==> src/gcim_pkg.sv <==
// ----------------------------------------------------------------------------
// gcim_pkg
// Shared types, constants and helpers for the grid coordinate index mapper.
// ----------------------------------------------------------------------------
package gcim_pkg;

  localparam int MAX_DIM    = 1024;
  localparam int COORD_BITS = 16;
  localparam int IDX_BITS   = 38;
  localparam int IDXIN_BITS = 30;
  localparam int SIZE_BITS  = 11;
  localparam int REM_BITS   = 10;
  localparam int SXY_BITS   = 2 * SIZE_BITS - 1;
  localparam int SXYZ_BITS  = 3 * SIZE_BITS - 2;

  // opcodes
  localparam logic [1:0] OP_TO_INDEX = 2'd0;
  localparam logic [1:0] OP_TO_COORD = 2'd1;
  localparam logic [1:0] OP_OFFSET   = 2'd2;

  // register indexes
  localparam logic [2:0] REG_ORIGIN_X = 3'd0;
  localparam logic [2:0] REG_ORIGIN_Y = 3'd1;
  localparam logic [2:0] REG_ORIGIN_Z = 3'd2;
  localparam logic [2:0] REG_SIZE_X   = 3'd3;
  localparam logic [2:0] REG_SIZE_Y   = 3'd4;
  localparam logic [2:0] REG_SIZE_Z   = 3'd5;

  typedef struct packed {
    logic [1:0]                  opcode;
    logic signed [COORD_BITS-1:0] coord_x;
    logic signed [COORD_BITS-1:0] coord_y;
    logic signed [COORD_BITS-1:0] coord_z;
    logic [IDXIN_BITS-1:0]       index_in;
  } in_req_t;

  typedef struct packed {
    logic signed [IDX_BITS-1:0]   index_out;
    logic signed [COORD_BITS-1:0] out_x;
    logic signed [COORD_BITS-1:0] out_y;
    logic signed [COORD_BITS-1:0] out_z;
    logic                         interior;
    logic                         out_of_box;
  } out_res_t;

  // request state handed from cell to cell
  typedef struct packed {
    logic                       valid;
    logic [1:0]                 op;
    logic [IDXIN_BITS-1:0]      num;
    logic [REM_BITS-1:0]        rem;
    logic [REM_BITS-1:0]        rem_x;
    logic signed [IDX_BITS-1:0] idx_out;
    logic                       interior;
    logic                       oob;
  } lane_t;

  // zero acts as one, anything above the limit acts as the limit
  function automatic logic [SIZE_BITS-1:0] eff_size(input logic [SIZE_BITS-1:0] s);
    logic [SIZE_BITS-1:0] r;
    if (s == '0) begin
      r = SIZE_BITS'(1);
    end else if (s > SIZE_BITS'(MAX_DIM)) begin
      r = SIZE_BITS'(MAX_DIM);
    end else begin
      r = s;
    end
    return r;
  endfunction

  // clamp to the coordinate range
  function automatic logic signed [COORD_BITS-1:0] sat_coord(input logic signed [31:0] v);
    logic signed [COORD_BITS-1:0] r;
    if (v > 32'sd32767) begin
      r = 16'sh7fff;
    end else if (v < -32'sd32768) begin
      r = 16'sh8000;
    end else begin
      r = v[COORD_BITS-1:0];
    end
    return r;
  endfunction

endpackage

==> src/gcim_front.sv <==
// ----------------------------------------------------------------------------
// gcim_front
// Three-stage front end: displacement, products and bounds, index sum.
// ----------------------------------------------------------------------------
module gcim_front (
  input  logic                            clk,
  input  logic                            rst_n,
  input  logic                            en,
  input  logic                            in_valid,
  input  gcim_pkg::in_req_t               in_req,
  input  logic signed [15:0]              org_x,
  input  logic signed [15:0]              org_y,
  input  logic signed [15:0]              org_z,
  input  logic [gcim_pkg::SIZE_BITS-1:0]  sx,
  input  logic [gcim_pkg::SIZE_BITS-1:0]  sy,
  input  logic [gcim_pkg::SIZE_BITS-1:0]  sz,
  input  logic [gcim_pkg::SXY_BITS-1:0]   sxy,
  input  logic [gcim_pkg::SXYZ_BITS-1:0]  sxyz,
  output gcim_pkg::lane_t                 lane_o
);

  // stage a
  logic                              a_valid_r;
  logic [1:0]                        a_op_r;
  logic [gcim_pkg::IDXIN_BITS-1:0]   a_idx_r;
  logic signed [16:0]                a_dx_r, a_dy_r, a_dz_r;
  logic signed [16:0]                dx_nxt, dy_nxt, dz_nxt;
  // stage b
  logic                              b_valid_r;
  logic [1:0]                        b_op_r;
  logic [gcim_pkg::IDXIN_BITS-1:0]   b_idx_r;
  logic signed [16:0]                b_dx_r;
  logic signed [28:0]                b_py_r;
  logic signed [38:0]                b_pz_r;
  logic                              b_oob_r, b_int_r;
  logic                              oob_nxt, int_nxt;
  logic signed [17:0]                dxe, dye, dze, sxs, sys, szs;
  // stage c
  gcim_pkg::lane_t                   lane_r;
  gcim_pkg::lane_t                   lane_nxt;
  logic signed [38:0]                sum;

  // displacement from the box corner, or the raw displacement
  always_comb begin
    if (in_req.opcode == gcim_pkg::OP_TO_INDEX) begin
      dx_nxt = 17'(in_req.coord_x) - 17'(org_x);
      dy_nxt = 17'(in_req.coord_y) - 17'(org_y);
      dz_nxt = 17'(in_req.coord_z) - 17'(org_z);
    end else begin
      dx_nxt = 17'(in_req.coord_x);
      dy_nxt = 17'(in_req.coord_y);
      dz_nxt = 17'(in_req.coord_z);
    end
  end

  always_ff @(posedge clk) begin
    if (!rst_n) begin
      a_valid_r <= 1'b0;
    end else if (en) begin
      a_valid_r <= in_valid;
    end
  end

  always_ff @(posedge clk) begin
    if (en) begin
      a_op_r  <= in_req.opcode;
      a_idx_r <= in_req.index_in;
      a_dx_r  <= dx_nxt;
      a_dy_r  <= dy_nxt;
      a_dz_r  <= dz_nxt;
    end
  end

  // box and interior bounds on every axis
  always_comb begin
    dxe = 18'(a_dx_r);
    dye = 18'(a_dy_r);
    dze = 18'(a_dz_r);
    sxs = $signed({7'd0, sx});
    sys = $signed({7'd0, sy});
    szs = $signed({7'd0, sz});
    oob_nxt = (dxe < 18'sd0) || (dxe >= sxs) || (dye < 18'sd0) || (dye >= sys) ||
              (dze < 18'sd0) || (dze >= szs);
    int_nxt = (dxe >= 18'sd1) && (dxe <= sxs - 18'sd2) &&
              (dye >= 18'sd1) && (dye <= sys - 18'sd2) &&
              (dze >= 18'sd1) && (dze <= szs - 18'sd2);
  end

  always_ff @(posedge clk) begin
    if (!rst_n) begin
      b_valid_r <= 1'b0;
    end else if (en) begin
      b_valid_r <= a_valid_r;
    end
  end

  // row and plane products
  always_ff @(posedge clk) begin
    if (en) begin
      b_op_r  <= a_op_r;
      b_idx_r <= a_idx_r;
      b_dx_r  <= a_dx_r;
      b_py_r  <= a_dy_r * $signed({1'b0, sx});
      b_pz_r  <= a_dz_r * $signed({1'b0, sxy});
      b_oob_r <= oob_nxt;
      b_int_r <= int_nxt;
    end
  end

  // index sum and per-opcode flags
  always_comb begin
    sum = 39'(b_dx_r) + 39'(b_py_r) + b_pz_r;
    lane_nxt          = '0;
    lane_nxt.valid    = b_valid_r;
    lane_nxt.op       = b_op_r;
    lane_nxt.num      = b_idx_r;
    case (b_op_r)
      gcim_pkg::OP_TO_INDEX: begin
        lane_nxt.idx_out  = sum[gcim_pkg::IDX_BITS-1:0];
        lane_nxt.oob      = b_oob_r;
        lane_nxt.interior = b_int_r;
      end
      gcim_pkg::OP_OFFSET: begin
        lane_nxt.idx_out  = sum[gcim_pkg::IDX_BITS-1:0];
      end
      gcim_pkg::OP_TO_COORD: begin
        lane_nxt.oob      = {1'b0, b_idx_r} >= sxyz;
      end
      default: begin
        lane_nxt.idx_out  = '0;
      end
    endcase
  end

  always_ff @(posedge clk) begin
    if (!rst_n) begin
      lane_r.valid <= 1'b0;
    end else if (en) begin
      lane_r <= lane_nxt;
    end
  end

  assign lane_o = lane_r;

endmodule

==> config.mk <==
export PLATFORM = sky130hd
export DESIGN_NAME = gcim_front
export DESIGN_NICKNAME = d
export VERILOG_FILES = /design/src/gcim_pkg.sv /design/src/gcim_front.sv
export SDC_FILE = /design/constraint.sdc
export NUM_CORES = 2
export LEC_CHECK = 0
export BUFFER_PORTS_ARGS = -buffer_cell sky130_fd_sc_hd__clkbuf_2
export CAP_MARGIN = 5
export CORE_MARGIN = 2
export CORE_UTILIZATION = 45
export CTS_CLUSTER_DIAMETER = 150
export DETAILED_ROUTE_END_ITERATION = 8
export PLACE_DENSITY = 0.65
export SETUP_SLACK_MARGIN = 0.3
export SKIP_CTS_REPAIR_TIMING = 1
export SYNTH_ARGS = -nofsm -noshare
export SYNTH_HDL_FRONTEND = slang
export SYNTH_SLANG_ARGS = --single-unit
==> constraint.sdc <==
create_clock -name clk -period 7.4 [get_ports clk]
set_clock_uncertainty 0.1 [all_clocks]
set_input_delay 1.48 -clock clk [delete_from_list [all_inputs] [get_ports clk]]
set_output_delay 1.48 -clock clk [all_outputs]
set_load 0.02 [all_outputs]
# After elaboration in Yosys (flattened, before gate mapping)
# Index checks and enable logic that the tools add are counted.
[totals]
input_bits = 217
output_inout_bits = 93
word_cells = 63
regBits = 276
[op_classes]
reduce_logical = 14
addsub = 8
n_mul = 2
n_mux = 4
n_eq_ne = 2
n_lt_le_gt_ge = 13
[op_table]
columns = ["cell", "count"]
rows = [
  ["$ge 17x12->1", 3],
  ["$ge 17x2->1 const B", 3],
  ["$le 17x12->1", 3],
  ["$lt 17x1->1 const B", 3],
  ["$mux 17", 3],
  ["$sub 16x16->17", 3],
  ["$add 30x38->38", 1],
  ["$mul 17x22->38", 1],
  ["$sub 11x2->12 const B", 3],
  ["$ge 30x31->1", 1],
  ["$add 17x29->30", 1],
  ["$mul 17x12->29", 1],
  ["$logic_and 1x1->1", 5],
  ["$logic_or 1x1->1", 5],
  ["$logic_not 2->1", 2],
  ["$eq 2x1->1 const B", 1],
  ["$eq 2x2->1 const B", 1],
  ["$pmux 1 s2", 1],
  ["$reduce_and 2->1", 1],
  ["$reduce_or 2->1", 1],
]

# Depth between registers and ports, before layout
[depth]
depth_word = 7
mapped_depth = 24
ltp_nobuf = 23

# Least setup slack after synthesis
# No wires, ideal clock.
[synth_path]
path_type = "input to register"
from = "input port sxy[10] (netlist bit)"
to = "register b_pz_r[37] (data pin)"
cell_stages = 22
path_buffers = 1
path_slack_ns = 0.042
t_required_ns = 7.126
t_arrival_ns = 7.084
setup_ns = 0.174
path_cell_list = "clkbuf_1 > nand2_1 > fa_1 > inv_1 > fa_1 > fa_1 > inv_1 > fa_1 > inv_1 > fa_1 > inv_1 > fa_1 > inv_1 > ha_1 > and3_1 > o211ai_1 > o22a_1 > o311ai_2 > o2111ai_1 > or3_1 > and4_1 > a311oi_1"
[synth_between]
elab_chain_cells = 1
[synth_rtl]
columns = ["item", "line", "text"]
rows = [
  ["start, declared", "gcim_front.sv:17", "input logic [gcim_pkg::SXY_BITS-1:0] sxy,"],
  ["$mul 17x22->38", "gcim_front.sv:104", "b_pz_r <= a_dz_r * $signed({1'b0, sxy});"],
  ["end signal, assigned", "gcim_front.sv:104", ""],
  ["end, declared", "gcim_front.sv:34", "logic signed [38:0] b_pz_r;"],
]
# Every way passes these cells.
# A chain may end at the register's enable or synchronous reset.

# Final worst setup path
[layout_path]
from = "input port sxy[9] (netlist bit)"
to = "register b_pz_r[37] (data pin)"
# The elaborated chain is that of the path after synthesis.

==> results.cfg <==
[timing]
worst_slew_pin_slew_ns = 1.16
drv_slew = 0
slew_headroom = 0.223
hold_violations = 0
grt_setup_unrepaired = no
setup_violations = 0
finalCritPeriodShare = 0.935
period_needed_ns = 6.92
max_freq_ghz = 0.144

[synthesis]
yosys.cell_count.top_type = inv_1
synth-seq-cells = 276
syn_area_per_cell_sq_um = 9.80
syn_inst = 3660
yosys.area.top_type_share = 0.276
async_flop_share = 0
yosysUniqueCellTypes = 79
synth_flop_cell = edfxtp_1
synth_common_cells = inv_1 (716), fa_1 (495), ha_1 (394)
ys_seq_area_frac = 0.230
synth_area_leaders = fa_1 (28%), edfxtp_1 (23%), ha_1 (14%), inv_1 (7.5%), and2_1 (4.3%)
synthesis.area_sq_um = 35900
synth_largest_area_cell = fa_1
synth_edf_count = 273
yosys_warnings = 0

[worst_setup_path]
cp_max_fo = 8
worstSetupPathType = input port to flop
worstSetupStartpointType = input port
cp.arrival_ns = 7.21
r2r-end = b_pz_r[37]
cp.required_ns = 7.68
reg2reg_slack_ns = 0.65
critPathCaptureType = flop
r2r.worst_path.cells = 19
regToRegStartpoint = a_dz_r[7]

[global_route]
met2_usage = 0.350
grtUsageTotal = 0.222
grt_pass1_vias = 26792
grt_busiest_layer = met2
grt_pass1_wl_mm = 143
grt_max_degree = 138
overflow = 0
met3_usage = 0.0483
met1_usage = 0.313
antenna_found_initial = 3

[clock_tree]
cts.sinks = 276
root_buffer = clkbuf_16
clkLatencyLatePin_ns = 0.57
clkTransAtPathRegs_ns = 0.06
numCtsBuffers = 34
cts_max_level = 2
ctsLongestPathBuffers = 3
cts_tree = built

[routing]
via_per_inst = 5.15
wl_per_cell_um = 17.6
drc = 0
drtPass1Iterations = 7
ant_nets = 0
num_vias = 26157
wl_mm = 89.4
drt-initial-drc-count = 1506

[min_path]
hp-start = a_idx_r[6]
hold_depth = 0
min_path_type = flop to flop
min_to = b_idx_r[6]

[outcome]
status = complete, no violations

[place]
port_buffers = 289
hpwl_mm = 74.5
placed_cell_area_sq_um = 39300
routabilityCongestion = 0.909

[final_layout]
antenna_cells = 0
nNetsFinal = 5111
areaGrowthSynthToFinish_pct = 12.6
final_area_sq_um = 40400
drive_gt1_frac = 0.128

[floorplanning]
ios = 310
start_util = 0.454
die-area_sq_um = 82000
row_count = 103
fp.dieW_um = 286
die_h_um = 286
core_area_sq_um = 79000

[run]
cap_viol_max_count = 0
==> per-stage QoR <==
stage	cells	TNS, ns	utilization	setup WS (ns)	hold WS (ns)
floorplan	3679	0	-	0.314	0.300
global placement	5019	-0.383	0.497	-0.131	0.301
detailed placement	5019	-0.949	0.497	-0.226	0.305
CTS	5078	0	0.511	0.351	0.318
global route	5078	0	0.512	0.283	0.329
finish	5078	0	0.512	0.478	0.312
==> state kept, by name (all words and copies together), names as in the netlist, 17 cells and up <==
signal	flops
b_py_r	29
a_dx_r	17
a_dy_r	17
a_dz_r	17
b_dx_r	17
lane_o	73
b_pz_r	38
a_idx_r	30
b_idx_r	30
==> cell families after synthesis <==
kind of cell               after synthesis  share of synthesized area
xor gates and xnor gates               146                     0.0356
muxes                                    8                    0.00241
DFF                                    276                      0.230
other                                    1                   0.000105
and+or+nand+nor                       1015                      0.141
AOI/OAI and AO/OA                      479                     0.0869
buffers and inverters                  846                     0.0906
adders and majority gates              889                      0.414
==> cells in the final DEF (no fill, tap or decap), drive strengths merged, types with 118 or more instances in the layout <==
cell and count:
a21oi 129, and2 248, buf 134, clkbuf 325, edfxtp 273, fa 495
ha 394, inv 717, nand2 379, nor2 118, o21ai 121
==> critical path, cell delays in order <==
cell and delay (ns):
clkbuf_4 0.20, buf_4 0.14, nand2_1 0.05, fa_1 0.50, inv_1 0.06, fa_1 0.51, fa_1 0.54, inv_1 0.06
fa_1 0.50, fa_1 0.51, fa_1 0.55, inv_1 0.07, ha_4 0.28, and3_1 0.15, o211ai_1 0.11, o22a_1 0.27
o311ai_4 0.34, o2111ai_2 0.15, or3_4 0.35, and4_1 0.20, a311oi_2 0.18
==> routing by layer <==
metal	part of all wire	vias up	wire length, um
li1	-	12470	-
met1	0.46	12688	41100
met2	0.44	861	39500
met3	0.077	134	6850
met4	0.022	4	2000
met5	0.00029	-	26
==> how the worst max path moves through the flow <==
| stage | from | end | slack [ns] | cells past startpoint |
|---|---|---|---|---|
| after detailed placement | sxy[7] | b_pz_r[33] | -0.23 | 22 |
| after floorplan | sxy[12] | b_pz_r[33] | 0.31 | 21 |
| after global routing | sxy[9] | b_pz_r[37] | 0.28 | 21 |
| final | sxy[9] | b_pz_r[37] | 0.48 | 21 |
| after CTS | sxy[7] | b_pz_r[33] | 0.35 | 22 |
| after global placement | sxy[7] | b_pz_r[33] | -0.13 | 22 |
==> cell type report <==
cell class	instances	area [sq um]
clock buffers	40	895
clock inverters	19	203
fillers	7231	38600
inverters	717	2690
multi-input cells	2557	24600
flip-flops and latches	276	8260
well taps	1050	1310
repair buffers	419	2500
Power is not shown: default switching activity piles up to over one toggle a cycle in this logic, so the estimate is an artifact.
