## src/gcim_pkg.sv

```systemverilog
// ----------------------------------------------------------------------------
// gcim_pkg
// Shared types, constants and helpers for the grid coordinate index mapper.
// ----------------------------------------------------------------------------
package gcim_pkg;

  localparam int MAX_DIM    = 1024;
  localparam int COORD_BITS = 16;
  localparam int IDX_BITS   = 38;
  localparam int IDXIN_BITS = 30;
  localparam int SIZE_BITS  = 11;
  localparam int REM_BITS   = 10;
  localparam int SXY_BITS   = 2 * SIZE_BITS - 1;
  localparam int SXYZ_BITS  = 3 * SIZE_BITS - 2;

  // opcodes
  localparam logic [1:0] OP_TO_INDEX = 2'd0;
  localparam logic [1:0] OP_TO_COORD = 2'd1;
  localparam logic [1:0] OP_OFFSET   = 2'd2;

  // register indexes
  localparam logic [2:0] REG_ORIGIN_X = 3'd0;
  localparam logic [2:0] REG_ORIGIN_Y = 3'd1;
  localparam logic [2:0] REG_ORIGIN_Z = 3'd2;
  localparam logic [2:0] REG_SIZE_X   = 3'd3;
  localparam logic [2:0] REG_SIZE_Y   = 3'd4;
  localparam logic [2:0] REG_SIZE_Z   = 3'd5;

  typedef struct packed {
    logic [1:0]                  opcode;
    logic signed [COORD_BITS-1:0] coord_x;
    logic signed [COORD_BITS-1:0] coord_y;
    logic signed [COORD_BITS-1:0] coord_z;
    logic [IDXIN_BITS-1:0]       index_in;
  } in_req_t;

  typedef struct packed {
    logic signed [IDX_BITS-1:0]   index_out;
    logic signed [COORD_BITS-1:0] out_x;
    logic signed [COORD_BITS-1:0] out_y;
    logic signed [COORD_BITS-1:0] out_z;
    logic                         interior;
    logic                         out_of_box;
  } out_res_t;

  // request state handed from cell to cell
  typedef struct packed {
    logic                       valid;
    logic [1:0]                 op;
    logic [IDXIN_BITS-1:0]      num;
    logic [REM_BITS-1:0]        rem;
    logic [REM_BITS-1:0]        rem_x;
    logic signed [IDX_BITS-1:0] idx_out;
    logic                       interior;
    logic                       oob;
  } lane_t;

  // zero acts as one, anything above the limit acts as the limit
  function automatic logic [SIZE_BITS-1:0] eff_size(input logic [SIZE_BITS-1:0] s);
    logic [SIZE_BITS-1:0] r;
    if (s == '0) begin
      r = SIZE_BITS'(1);
    end else if (s > SIZE_BITS'(MAX_DIM)) begin
      r = SIZE_BITS'(MAX_DIM);
    end else begin
      r = s;
    end
    return r;
  endfunction

  // clamp to the coordinate range
  function automatic logic signed [COORD_BITS-1:0] sat_coord(input logic signed [31:0] v);
    logic signed [COORD_BITS-1:0] r;
    if (v > 32'sd32767) begin
      r = 16'sh7fff;
    end else if (v < -32'sd32768) begin
      r = 16'sh8000;
    end else begin
      r = v[COORD_BITS-1:0];
    end
    return r;
  endfunction

endpackage

```

## src/gcim_div_cell.sv

```systemverilog
// ----------------------------------------------------------------------------
// gcim_div_cell
// One restoring division step: shifts in a dividend bit, emits a quotient bit.
// ----------------------------------------------------------------------------
module gcim_div_cell (
  input  logic                           clk,
  input  logic                           rst_n,
  input  logic                           en,
  input  logic [gcim_pkg::SIZE_BITS-1:0] divisor,
  input  gcim_pkg::lane_t                lane_i,
  output gcim_pkg::lane_t                lane_o
);

  gcim_pkg::lane_t                lane_r;
  gcim_pkg::lane_t                lane_nxt;
  logic [gcim_pkg::SIZE_BITS-1:0] trial;
  logic [gcim_pkg::SIZE_BITS:0]   diff;
  logic                           qbit;

  // trial subtract of the divisor from the partial remainder
  always_comb begin
    trial    = {lane_i.rem, lane_i.num[gcim_pkg::IDXIN_BITS-1]};
    diff     = {1'b0, trial} - {1'b0, divisor};
    qbit     = ~diff[gcim_pkg::SIZE_BITS];
    lane_nxt = lane_i;
    lane_nxt.rem = qbit ? diff[gcim_pkg::REM_BITS-1:0] : trial[gcim_pkg::REM_BITS-1:0];
    lane_nxt.num = {lane_i.num[gcim_pkg::IDXIN_BITS-2:0], qbit};
  end

  // stage register
  always_ff @(posedge clk) begin
    if (!rst_n) begin
      lane_r.valid <= 1'b0;
    end else if (en) begin
      lane_r <= lane_nxt;
    end
  end

  assign lane_o = lane_r;

endmodule

```

## config.mk

```make
export PLATFORM = sky130hd
export DESIGN_NAME = gcim_div_cell
export DESIGN_NICKNAME = d
export VERILOG_FILES = /design/src/gcim_pkg.sv /design/src/gcim_div_cell.sv
export SDC_FILE = /design/constraint.sdc
export NUM_CORES = 1
export LEC_CHECK = 0
export CORE_MARGIN = 8
export CORE_UTILIZATION = 56
export DETAILED_ROUTE_END_ITERATION = 8
export DONT_BUFFER_PORTS = 1
export GPL_TIMING_DRIVEN = 0
export PLACE_DENSITY = 0.74
export SYNTH_ARGS = -nofsm -noshare
export SYNTH_HDL_FRONTEND = slang
export SYNTH_SLANG_ARGS = --single-unit
```

## constraint.sdc

```tcl
create_clock -name clk -period 2.5 [get_ports clk]
set_input_delay 0.125 -clock clk [delete_from_list [all_inputs] [get_ports clk]]
set_output_delay 0.125 -clock clk [all_outputs]
set_load 0.005 [all_outputs]
```

======== After elaboration in Yosys (flattened, before gate mapping) ========
Cells that the tools add are included.
word-level totals
  register bits ........................... 93
  bits in latches ......................... 0
  RAM bits ................................ 0
  memory bits (read-only) ................. 0
  bits of input ports ..................... 107
  output and inout bits ................... 93
  word-level logic and storage cells ...... 12
  memories ................................ 0
cells by class
  add/sub/neg operators ................... 1
  $mul .................................... 0
  div/mod/pow operators ................... 0
  magnitude comparators ................... 0
  equal/unequal tests ..................... 0
  shift operators ......................... 0
  multiplexer cells ....................... 1
  bitwise logic cells ..................... 1
  reductions and logical operators ........ 1
operators with widths
  kind                          count
  subtractor 11 x 11 -> 12 bit  1
  2-to-1 mux 10 bit             1
  AND reduction 2 bit           1
  NOT 1 bit                     1

======== Logic depth before layout (Yosys ltp) ========
Gate-level depths: netlist (run 1).
  depth in word-level cells ............... 2
  depth in mapped cells ................... 9
  mapped depth without buffers ............ 9

======== Worst setup path before layout (run 1) ========
Ideal clock, no wire load.
  path type ............................... input-to-reg
  start ................................... in en
  end ..................................... reg lane_r (netlist bit lane_o[0]) (enable)
  library setup time ...................... 461 ps
  data arrival time ....................... 2256 ps
  setup slack ............................. -216 ps
  stages .................................. 1
  path buffers ............................ 0
  cell sequence ........................... and2_1
on the way
  word-level cells in the longest chain between the ends .. 1
ends and longest elaborated chain
  what                           RTL line             RTL
  start, declared                gcim_div_cell.sv:8   input logic en,
  AND reduction 2 bit (no line)  -
  end signal, assigned           gcim_div_cell.sv:35  lane_r <= lane_nxt;
  end, declared                  gcim_div_cell.sv:14  gcim_pkg::lane_t lane_r;
Every way passes these cells.
A chain may end at the register's enable or synchronous reset.

==> metrics.yaml, run 1 <==
critical_path:
  timing.critical_path.arrival_ps: 1870
  cells_along_the_critical_path: "inv_1 > ha_1 > inv_1 > fa_1 > a211oi_1 > o21ai_0 > a21oi_1 > xnor2_1 > mux2_1"
  reg2reg_slack_ps: 1300
  critPathMostFrequentCell: "inv_1"
  cell_type_of_the_slowest_stage_on_the_worst_timing_path: "fa_1"
  worstSetupPathType: "input port to flop"
  end_kind: "flop"
  worst_path_dominant_cell_family: "compound AO/OA/AOI/OAI gates"
  cp.required_ps: 2600
  path_buf_inv: 2
  startpoint_of_the_worst_slack_reg_to_reg_timing_path: "lane_o[92]$_SDFFE_PN0P_"
  rr_worst_depth: 3
  crit_path_max_fanout: 3
  destination_of_the_worst_register_to_register_timing_path: "lane_o[92]$_SDFFE_PN0P_"
  timing.critical_path.slowest_cell_delay_ps: 420
  critical_path.startpoint_type: "input port"
place:
  gp_congestion: 0.791
  placed_area_mm2: 0.00364
  place.detailed.hpwl_um: 6750
  port-buffer-count: 0
synth:
  synth.top_cells.by_area: "edfxtp_1 (79%), ha_1 (3.9%), mux2_1 (2.9%)"
  yosys-top-cells-count: "edfxtp_1 (92), inv_1 (14), ha_1 (11), mux2_1 (9), a21oi_1 (7)"
  yosys.area.top_type_share_pct: 78.5
  syn-num-nets: 307
  syn_inst: 188
  synth_most_common_cell: "edfxtp_1"
  synth_seq_area_share_pct: 79.1
  synth_edf_count: 92
  syn_area_per_cell_um2: 18.7
  proportion_of_register_bits_with_asynchronous_set_or_reset_after_synthesis_pct: 0
  synth.yosys.warnings: 0
  synthFlopType: "edfxtp_1"
  syn_area_mm2: 0.00352
  postSynthRegisterBits: 93
  ys_types: 42
  yosysTopAreaCell: "edfxtp_1"
global_route:
  globalRoute.busiestLayer: "met2"
  antenna_found_initial: 0
  globalRouteTotalUtil_pct: 21.4
  grt.met3_usage_pct: 7.64
  groute.layer.met1.usage_pct: 22.6
  vias_in_the_first_global_route: 2105
  grt_first_pass_wirelength_um: 13600
  grt_max_degree: 71
  grt_util_met2_pct: 38.6
  remaining_global_route_overflow: 0
run_status:
  run_status: "finished clean"
timing:
  rsz_0062_raised_after_global_routing: "no"
  final-setup-viol-count: 0
  maxClockFrequency_mhz: 562
  worst_clock_skew_ps: 0
  fin_setup_tns_ps: 0
  slew_headroom_pct: 76.2
  worstMarginPinSlew_ps: 357
  finalHoldViolations: 0
  post-route-period-util_pct: 71.1
  period_minus_slack_ps: 1780
  slew_viol_final: 0
floorplanning:
  ioPinCount: 200
  chipWidth_um: 95.3
  floorplan.die.height_um: 95.3
  die_area_mm2: 0.00907
  floorplan.initialDensity_pct: 56.7
  core_region_area_mm2: 0.00620
  rows: 29
clocking:
  clkTransAtPathRegs_ps: 90
  cts_num_sinks: 93
  cts_tree: "done"
  clk_latency_ps: 350
  clock_tree.htree_level_count: 3
  postCtsSetupRepairBufs: 0
  cts-root-to-sink-buffers: 2
  clk_root_buffer_cell: "clkbuf_8"
  postCtsResizedCells: 0
  cts_inserted_buffers: 9
min_path:
  worst_hold_startpoint: "lane_i[89]"
  min_to: "lane_o[50]$_DFFE_PP_"
  hold_path_depth: 2
  hold_path_class: "input port to flop"
power:
  cellPowerDensity_mw_per_mm2: 703
  peakVddDrop_v: 0.000618
  power.leakage_nw: 1.76
routing:
  first_pass_iters: 4
  detail_route.wirelength_um: 9980
  number_of_nets_still_failing_antenna_checks_after_routing: 0
  detailedRoute.firstIterationViolations: 141
  route.detailed.wl_per_inst_um: 26.7
  drcViolationCount: 0
  viasPerCell: 5.49
  dr_total_vias: 2055
finish:
  final_cell_area_mm2: 0.00479
  area_delta_synth_final_pct: 36.1
  finalNetCount: 411
  final_layout_size_suffix_gt1_share_pct: 7.74
  n_antenna_cell: 0
  largest_register_ffs: 93
run:
  number_of_maximum_capacitance_constraint_violations: 0
logic make-up after synthesis:
family,after synthesis,synth area share [%]
simple gates,18,3.20
xor+xnor,5,1.25
compound gates,32,6.33
mux,11,3.45
buf+inv,17,2.17
flops,93,79.1
fa+ha+maj,12,4.48
how the worst max path moves through the flow:
stage,cells after the start,endpoint,startpoint,slack (ps)
after floorplan,8,lane_o[51]$_DFFE_PP_,divisor[1],550
after global placement,9,lane_o[58]$_DFFE_PP_,lane_i[89],390
after detailed placement,9,lane_o[58]$_DFFE_PP_,lane_i[89],390
after CTS,9,lane_o[58]$_DFFE_PP_,lane_i[89],750
after global routing,9,lane_o[58]$_DFFE_PP_,lane_i[89],580
final,9,lane_o[58]$_DFFE_PP_,lane_i[89],720
cell usage in the layout, fill, tap and decap left out, drive strengths merged, types with 3 or more instances in the layout:
cell / n
dlygate4sd3: 92
edfxtp: 92
inv: 16
ha: 11
clkbuf: 10
mux2: 9
a21oi: 7
o21ai: 5
o21a: 4
a21o: 4
buf: 4
xnor2: 3
routing by layer:
layer  up-vias  part of all wire, %
met1       983                   34
met5         -                    0
li1        935                    -
met2       125                   55
met4         0                  1.7
met3        12                  9.5
timing repair:
action | CTS | global route
endpoints found under the hold margin | 91 | 0
setup endpoints to repair | 0 | 0
hold buffers | 92 | 0
worst reg2reg max path, stage by stage, from the launching register on:
cell and delay [ps]:
dfxtp_1 340, mux2i_1 130, nor2b_1 70, dlygate4sd3_1 550
power by group:
group	switching [mW]	internal, mW	total [mW]
sequential	0.0767	1.85	1.92
combinational	0.149	0.189	0.337
clock	0.532	0.576	1.11
total	0.757	2.61	3.37
stage by stage:
stage                     total power [mW]  util (%)  hold WS [ps]  setup slack [ps]  cells
final                                 3.37      77.2          76.7               722    374
after global routing                  3.49      77.2          56.4               583    374
after CTS                             3.37      77.2          52.0               749    374
after detailed placement              2.17      58.7           224               390    266
after global placement                2.15      58.3           224               392    265
after floorplan                       2.09         -           224               549    188
layout make-up:
cell class | instances | area (um2)
plain buffers | 3 | 23.8
clock buffers | 10 | 128
clock inverters | 6 | 96.3
fillers | 366 | 1420
inverters | 14 | 52.6
multi-input cells | 78 | 661
flip-flops and latches | 93 | 2780
well taps | 77 | 96.3
repair buffers | 93 | 948
No activity file was read; power rests on OpenSTA's default activity.
==> run 2, diff against run 1 <==
--- a/config.mk
+++ b/config.mk
@@ -5,12 +5,13 @@
 export SDC_FILE = /design/constraint.sdc
 export NUM_CORES = 1
 export LEC_CHECK = 0
+export ABC_AREA = 1
 export CORE_MARGIN = 8
-export CORE_UTILIZATION = 56
+export CORE_UTILIZATION = 62
 export DETAILED_ROUTE_END_ITERATION = 8
 export DONT_BUFFER_PORTS = 1
 export GPL_TIMING_DRIVEN = 0
-export PLACE_DENSITY = 0.74
+export PLACE_DENSITY = 0.78
 export SYNTH_ARGS = -nofsm -noshare
 export SYNTH_HDL_FRONTEND = slang
 export SYNTH_SLANG_ARGS = --single-unit
==> constraint.sdc (replaced) <==
create_clock -name clk -period 1.7 [get_ports clk]
set_input_delay 0.085 -clock clk [delete_from_list [all_inputs] [get_ports clk]]
set_output_delay 0.085 -clock clk [all_outputs]
set_load 0.005 [all_outputs]
==> run 2 against run 1 <==
Combinational power grew 65%. Clock skew is the same. Largest power group unchanged. Count of clock-buffer cells in the layout is the same. Critical path depth shrank 6. Register-to-register slack lost 990 ps. Critical path type is now flop to flop. Largest cell class unchanged. Highest routed layer unchanged. Design area grew 0.91%. Sequential share of layout area shrank 0.53 points. Sequential cell count is the same. Synthesized cell count grew 23%.
==> metrics.yaml, run 2 <==
run_status:
  run_status: "finished clean"
clocking:
  cts_num_sinks: 93
  clock_tree.htree_level_count: 3
  cts_inserted_buffers: 9
  cts-root-to-sink-buffers: 2
  clk_latency_ps: 340
  postCtsSetupRepairBufs: 0
  clkTransAtPathRegs_ps: 80
  clk_root_buffer_cell: "clkbuf_8"
  cts_tree: "done"
synth:
  synth_most_common_cell: "edfxtp_1"
  yosys.area.top_type_share_pct: 76.8
  yosys-top-cells-count: "edfxtp_1 (92), nand2_1 (44), inv_1 (31), ha_1 (11), nand3_1 (7)"
  synth.top_cells.by_area: "edfxtp_1 (77%), nand2_1 (4.6%), ha_1 (3.8%)"
  synth_edf_count: 92
  syn-num-nets: 351
  postSynthRegisterBits: 93
  syn_area_mm2: 0.00360
  synthFlopType: "edfxtp_1"
  proportion_of_register_bits_with_asynchronous_set_or_reset_after_synthesis_pct: 0
  syn_area_per_cell_um2: 15.5
  synth_seq_area_share_pct: 77.4
  syn_inst: 232
  synth.yosys.warnings: 0
  ys_types: 23
  yosysTopAreaCell: "edfxtp_1"
finish:
  final_cells: 409
  finalNetCount: 452
  fillCellCount: 240
  area_delta_synth_final_pct: 34.3
  largest_register_ffs: 93
  layout.cells.most_common: "edfxtp_1"
  layout.cells.most_common_list: "edfxtp_1 (92), dlygate4sd3_1 (88), nand2_1 (43)"
  final_cell_area_mm2: 0.00483
  final_layout_size_suffix_gt1_share_pct: 9.50
  postLayoutCoreUtil_pct: 87.2
  n_antenna_cell: 0
floorplanning:
  rows: 27
  chipWidth_um: 92.2
  floorplan.initialDensity_pct: 64.9
  ioPinCount: 200
  die_area_mm2: 0.00850
  floorplan.die.height_um: 92.2
  core_region_area_mm2: 0.00554
routing:
  met2_wirelength_um: 6020
  topRoutingLayerUsed: "met4"
  dr_total_vias: 2421
  route.detailed.wl_per_inst_um: 28.9
  number_of_nets_still_failing_antenna_checks_after_routing: 0
  detailedRoute.firstIterationViolations: 245
  wirelength_met1_um: 4270
  viasPerCell: 5.92
  detail_route.wirelength_um: 11800
  first_pass_iters: 5
  drcViolationCount: 0
  route.met3.wl_um: 1250
place:
  place.detailed.hpwl_um: 7320
  port-buffer-count: 0
  placed_area_mm2: 0.00375
  placedCellCount: 306
  gp_congestion: 0.826
critical_path:
  cell_type_of_the_slowest_stage_on_the_worst_timing_path: "dlygate4sd3_1"
  timing.critical_path.slowest_cell_delay_ps: 580
  worst_path_dominant_cell_family: "buffers and inverters"
  critical_path.startpoint_type: "flop"
  timing.critical_path.arrival_ps: 1620
  end_kind: "flop"
  path_buf_inv: 1
  crit_path_max_fanout: 2
  cells_along_the_critical_path: "o21ai_0 > a21oi_1 > dlygate4sd3_1"
  reg2reg_slack_ps: 310
  worstSetupPathType: "flop to flop"
  cp.required_ps: 1930
global_route:
  grt_max_degree: 48
  grt_first_pass_wirelength_um: 17100
  globalRouteTotalUtil_pct: 27.9
  antenna_found_initial: 0
  remaining_global_route_overflow: 0
  vias_in_the_first_global_route: 2428
timing:
  rsz_0062_raised_after_global_routing: "no"
  final-setup-viol-count: 0
  finalHoldViolations: 0
  slew_headroom_pct: 80.3
  slew_viol_final: 0
  post-route-period-util_pct: 81.7
  timing.hold.ws_ps: 4.82
  period_minus_slack_ps: 1390
  maxClockFrequency_mhz: 720
  worstMarginPinSlew_ps: 293
  worst_clock_skew_ps: 0
run:
  number_of_maximum_capacitance_constraint_violations: 0
power:
  peakVddDrop_v: 0.000672
  cellPowerDensity_mw_per_mm2: 1020
  total_power_mw: 4.94
  power.leakage_nw: 1.87
min_path:
  hold_path_class: "input port to flop"
run 2: changes by cell type in the layout (fill, tap and decap cells not counted), sizes merged, moves of 6 or more:
cell   delta
nand2    +45
inv      +16
nand3    +12
mux2      -9
nor2      +7
nand4     +6
run 2: layout make-up:
cell class | count | area [um2] | share of cell area (%)
Buffer | 1 | 20.0 | 0.414
Clock buffer | 10 | 128 | 2.64
Clock inverter | 5 | 76.3 | 1.58
Inverter | 33 | 128 | 2.64
Multi-Input combinational cell | 105 | 687 | 14.2
Sequential cell | 93 | 2780 | 57.6
Tap cell | 72 | 90.1 | 1.86
Timing Repair Buffer | 90 | 921 | 19.1
run 2: through the flow:
stage / setup WS [ps] / setup TNS, ps
3_5_place_dp: 111 / 0
3_3_place_gp: -556 / -50760
6_report: 311 / 0
5_1_grt: 268 / 0
2_1_floorplan: -151 / -13920
4_1_cts: 480 / 0
run 2: kinds of logic (layout without fill, tap and decap cells):
kind of cell,Yosys count,after routing,synth area share (%)
compound gates,12,12,1.81
xor+xnor,3,3,0.731
fa+ha+maj,12,12,4.38
buf+inv,34,139,4.00
flops,93,93,77.4
simple gates,78,78,11.7
run 2: worst paths after layout:
check | start | endpoint | depth (start not counted)
min reg2reg | lane_o[92]$_SDFFE_PN0P_ | lane_o[92]$_SDFFE_PN0P_ | 3
min | lane_i[50] | lane_o[51]$_DFFE_PP_ | 2
max reg2reg | lane_o[92]$_SDFFE_PN0P_ | lane_o[92]$_SDFFE_PN0P_ | 3
max | lane_o[92]$_SDFFE_PN0P_ | lane_o[92]$_SDFFE_PN0P_ | 3
run 2: power breakdown:
| part | internal [mW] | switching, mW | total (mW) |
|---|---|---|---|
| registers | 2.72 | 0.123 | 2.84 |
| logic | 0.263 | 0.293 | 0.556 |
| clock network | 0.815 | 0.732 | 1.55 |
run 2: layer usage:
| layer | GRT usage, % | up-vias |
|---|---|---|
| li1 | - | 1018 |
| met1 | 31.8 | 1156 |
| met2 | 47.6 | 223 |
| met3 | 9.94 | 24 |
| met4 | 9.53 | 0 |
| met5 | 0 | - |
run 2: what timing repair did:
action,4_1_cts,5_1_grt
hold buffers,88,0
gates resized for setup,0,0
hold endpoints to repair,87,0
